### config.mk
export PLATFORM = sky130hd
export DESIGN_NAME = bpfa_cfg
export DESIGN_NICKNAME = d
export VERILOG_FILES = /design/src/bpfa_pkg.sv /design/src/bpfa_cfg.sv
export SDC_FILE = /design/constraint.sdc
export NUM_CORES = 1
export LEC_CHECK = 0
export BUFFER_PORTS_ARGS = -buffer_cell sky130_fd_sc_hd__buf_2
export CELL_PAD_IN_SITES_DETAIL_PLACEMENT = 0
export CELL_PAD_IN_SITES_GLOBAL_PLACEMENT = 1
export CORE_MARGIN = 5
export CORE_UTILIZATION = 26
export CTS_BUF_LIST = sky130_fd_sc_hd__clkbuf_2
export DETAILED_ROUTE_END_ITERATION = 8
export GPL_TIMING_DRIVEN = 0
export PLACE_DENSITY_LB_ADDON = 0.05
export RECOVER_POWER = 25
export SYNTH_ARGS = -nofsm -noshare
export SYNTH_HDL_FRONTEND = slang
export SYNTH_SLANG_ARGS = --single-unit
### constraint.sdc
create_clock -name i_clk -period 0.99 [get_ports i_clk]
set_input_delay 0 -clock i_clk [delete_from_list [all_inputs] [get_ports i_clk]]
set_output_delay 0 -clock i_clk [all_outputs]
set_load 0.03 [all_outputs]
### src/bpfa_pkg.sv
`timescale 1ns / 1ps

package bpfa_pkg;

    // default geometry of the page map
    localparam int DEF_MAX_PAGE_COUNT  = 65536;
    localparam int DEF_PAGE_SHIFT      = 12;
    localparam int DEF_FIRST_FREE_PAGE = 512;

    // fixed field widths
    localparam int REQ_W     = 2;
    localparam int REL_W     = 32;
    localparam int ADDR_W    = 28;
    localparam int STATUS_W  = 2;
    localparam int COUNT_W   = 17;
    localparam int KB_W      = 22;
    localparam int KB_SHIFT  = 10;
    localparam int BYTES_W   = KB_W + KB_SHIFT + 1;
    localparam logic [BYTES_W-1:0] LOW_MEMORY_BYTES = BYTES_W'(1024 * 1024);

    // map words
    localparam int WORD_BITS  = 32;
    localparam int WORD_SHIFT = 5;

    // configuration port
    localparam int PDATA_W = 32;
    localparam int PADDR_W = 3;
    localparam logic REG_UPPER_KB = 1'b0;

    // request codes
    localparam logic [REQ_W-1:0] REQ_INIT  = 2'd0;
    localparam logic [REQ_W-1:0] REQ_ALLOC = 2'd1;
    localparam logic [REQ_W-1:0] REQ_FREE  = 2'd2;

    // status codes
    localparam logic [STATUS_W-1:0] ST_OK        = 2'd0;
    localparam logic [STATUS_W-1:0] ST_NO_MEMORY = 2'd1;
    localparam logic [STATUS_W-1:0] ST_IGNORED   = 2'd2;

    // lowest clear bit of a map word (word must hold a zero)
    function automatic logic [WORD_SHIFT-1:0] first_zero(input logic [WORD_BITS-1:0] w);
        logic [WORD_SHIFT-1:0] idx;
        idx = '0;
        for (int i = WORD_BITS - 1; i >= 0; i--) begin
            if (!w[i]) idx = WORD_SHIFT'(i);
        end
        return idx;
    endfunction

endpackage

### src/bpfa_cfg.sv
`timescale 1ns / 1ps

module bpfa_cfg
    import bpfa_pkg::*;
(
    input  logic               i_clk,
    input  logic               i_rst_n,
    input  logic               psel,
    input  logic               penable,
    input  logic               pwrite,
    input  logic [PADDR_W-1:0] paddr,
    input  logic [PDATA_W-1:0] pwdata,
    output logic [PDATA_W-1:0] prdata,
    output logic               pready,
    output logic [KB_W-1:0]    o_upper_memory_kb
);

    logic [KB_W-1:0] r_upper_kb;
    logic            wr_go;

    assign pready = 1'b1;
    assign wr_go  = psel && penable && pwrite;

    // register write
    always_ff @(posedge i_clk) begin
        if (!i_rst_n) begin
            r_upper_kb <= '0;
        end else if (wr_go && paddr[2] == REG_UPPER_KB) begin
            r_upper_kb <= pwdata[KB_W-1:0];
        end
    end

    // register readback
    always_comb begin
        unique case (paddr[2])
            REG_UPPER_KB: prdata = PDATA_W'(r_upper_kb);
            default:      prdata = '0;
        endcase
    end

    assign o_upper_memory_kb = r_upper_kb;

endmodule

; After elaboration in Yosys (flattened, before gate mapping)
; Cells that the tools add are included.
; W data, S select, Z words.
[totals]
output_inout_bits = 55
ff_bits = 22
elab_cells = 6
[op_classes]
reduce_logical = 3
n_mux = 1
bitwise = 1
[op_table]
columns = cell, count
row1 = $mux W22, 1
row2 = $logic_and A1 B1 Y1, 3
row3 = $not A1 Y1, 1

; Depth between registers and ports, before layout
[logic_depth]
depth_word = 3
mapped_depth = 4

; Worst setup path after synthesis
; No wires, ideal clock.
[synth_path]
kind = register to output
from = register r_upper_kb[0] (netlist: o_upper_memory_kb[0])
to = output port prdata[0]
arrival_ps = 1010
stages_incl_launch_ff = 2
n_path_buf = 0
slack_ps = -20
t_required_ps = 990
path_cell_list = dfxtp_1 -> nor2b_1
[synth_via]
elab_chain_len = 1
[synth_lines]
columns = element, line_no
row1 = start: declaration, bpfa_cfg.sv:18  ; logic [KB_W-1:0] r_upper_kb;
row2 = start signal: assignment, bpfa_cfg.sv:29  ; r_upper_kb <= pwdata[KB_W-1:0];
row3 = $mux W22, bpfa_cfg.sv:35  ; unique case (paddr[2])
row4 = end: declaration, bpfa_cfg.sv:13  ; output logic [PDATA_W-1:0] prdata,
; Every way passes these cells.

; Worst setup path in the final report
[layout_path]
from = register r_upper_kb[19] (netlist: o_upper_memory_kb[19])
to = output port prdata[19]
; The elaborated chain is that of the path after synthesis.

==> impl_metrics.yaml <==
status:
  status: "finished with violations"
  violations: "negative setup slack"
timing:
  clock_skew_ns: 0
  slew_viol_final: 0
  hold_ws_ns: 0.118
  tightestPinTransition_ns: 0.592
  tns_ns: -0.570
  post-route-period-util_pct: 106
  slew-limit-headroom_pct: 60.5
  hold_viol_final: 0
  setup_viol: 18
  finalCriticalPeriod_ns: 1.05
  max_freq_mhz: 949
  fin_ws_ns: -0.0642
  rsz0062_at_grt: "yes"
layout:
  nets: 291
  layout_common_cells: "nand2_1 (44), buf_6 (37), buf_2 (35), dlygate4sd3_1 (23), mux2i_1 (22)"
  fillers: 397
  largest_reg_flops: 22
  drive_gt1_share_pct: 56.8
  area_growth_pct: 105
  n_antenna_cell: 0
  final_common_cell: "nand2_1"
global_route:
  grt-busiest-layer: "met2"
  grt_pass1_vias: 1255
  grt_pass1_wl_mm: 6.18
  antenna_found_initial: 0
  grt_use_met3_pct: 4.49
  met2_usage_pct: 22.8
  grt_max_degree: 14
  grtUsageTotal_pct: 12.7
  grt_overflow: 0
  grt_use_met1_pct: 14.4
synthesis:
  yosysTopAreaCellShare_pct: 38.4
  postSynthAreaPerCell_um2: 8.56
  ys_seq_elements: 22
  yosysUniqueCellTypes: 12
  synth_area_um2: 1150
  synth.yosys.warnings: 0
  synth_top_area_cell: "dfxtp_1"
  synthCells: 134
  netlist_top_cells_area: "dfxtp_1 (38%), mux2i_1 (19%), nand2_1 (14%)"
  ys_seq_area_share_pct: 38.4
routing:
  wl_per_cell_um: 12.7
  dr_total_vias: 1254
  routed_via_density: 4.15
  drt_iter0_markers: 18
  wirelength_mm: 3.83
  postRouteAntennaNets: 0
  drc: 0
  first_pass_iters: 4
clocking:
  cts-buffers-inserted: 3
  clockBufferDepth: 2
  cts_tree: "done"
  root_buffer: "clkbuf_2"
  path_clk_slew_ns: 0.24
  clk_latency_ns: 0.32
  ctsHtreeMaxLevel: 1
  numClockSinks: 22
worst_setup_path:
  cp.arrival_ns: 1.05
  start_kind: "flop"
  crit_path_end_kind: "output port"
  crit_type: "reg -> out"
  crit_fanout: 3
  worstPathRequired_ns: 0.99
floorplan:
  dieArea_um2: 5840
  fp.dieH_um: 76.4
  core_area_um2: 4320
  row_count: 24
  start_util_pct: 26.5
  io_pins: 95
  die_x_um: 76.4
power:
  p_per_area_nw_per_um2: 887
  vdd_ir_drop_max_v: 0.000749
  leakagePower_nw: 1.05
hold_path:
  hp-class: "in -> reg"
placed_design:
  io_buffers: 70
  dpl.hpwl_mm: 2.60
  gp_congestion: 0.680
run:
  cap_violations: 0
## through the flow
stage | setup slack [ns] | instances | power [W] | cell area, um^2 | utilization [%]
6_report | -0.0642 | 302 | 0.00208 | 2350 | 54.3
5_1_grt | -0.156 | 302 | 0.00220 | 2350 | 54.3
4_1_cts | -0.108 | 299 | 0.00210 | 2280 | 52.7
3_5_place_dp | -0.0295 | 265 | 0.00131 | 1650 | 38.1
3_3_place_gp | 0.0198 | 265 | 0.00131 | 1650 | 38.1
2_1_floorplan | 0.106 | 143 | 0.00120 | 1230 | -
## power by group
| part | internal [W] | total, W | switching [W] |
|---|---|---|---|
| clock network | 0.000348 | 0.000642 | 0.000294 |
| registers | 0.000910 | 0.000925 | 0.0000158 |
| logic | 0.000246 | 0.000515 | 0.000268 |
| total | 0.00150 | 0.00208 | 0.000578 |
## critical path, cell delays in order, from the launching register on
cell and delay, ns:
dfxtp_2 0.39, and2b_2 0.19, buf_6 0.13
## cells by family after synthesis
| family | Yosys count | synth area share [%] |
|---|---|---|
| other | 2 | 0.655 |
| multiplexers | 22 | 19.2 |
| AND/OR/NAND/NOR | 67 | 27.7 |
| buffers and inverters | 21 | 14.1 |
| flip-flops | 22 | 38.4 |
## routing by layer
metal | share of wire, % | wire, um
met5 | 0 | 0
met4 | 1.0 | 40
met3 | 6.0 | 230
met2 | 51 | 1970
met1 | 42 | 1600
## cell usage after synthesis
master	count
dfxtp_1	22
conb_1	2
and2b_2	2
buf_12	2
nand2_1	44
mux2i_1	22
buf_6	1
buf_2	1
and4b_1	1
clkbuf_1	6
buf_4	11
nor2b_1	20
## final cells by class
cell class | instances | area, um^2 | share of cell area, %
repair buffers | 103 | 881 | 37.5
multi-input cells | 100 | 729 | 31.1
flip-flops and latches | 22 | 464 | 19.8
plain buffers | 21 | 164 | 6.98
well taps | 52 | 65.1 | 2.77
clock inverters | 1 | 30.0 | 1.28
clock buffers | 3 | 15.0 | 0.639
## what timing repair did
action                                  4_1_cts  5_1_grt
setup buffers                                 7        3
endpoints found under the setup margin       32       37
pin swaps                                     0        0
gates resized for setup                      99       27
hold buffers                                 23        0
endpoints found under the hold margin        22        0
## worst paths after layout
kind / start / end / slack, ns / cells past startpoint
setup reg to reg: o_upper_memory_kb[13] / o_upper_memory_kb[13] / 0.09 / 5
hold reg to reg: o_upper_memory_kb[1] / o_upper_memory_kb[1] / 0.48 / 2
setup / recovery: o_upper_memory_kb[19] / prdata[19] / -0.06 / 2
hold / removal: penable / o_upper_memory_kb[16] / 0.12 / 4
Note: power is estimated with default switching activity, not from simulation.
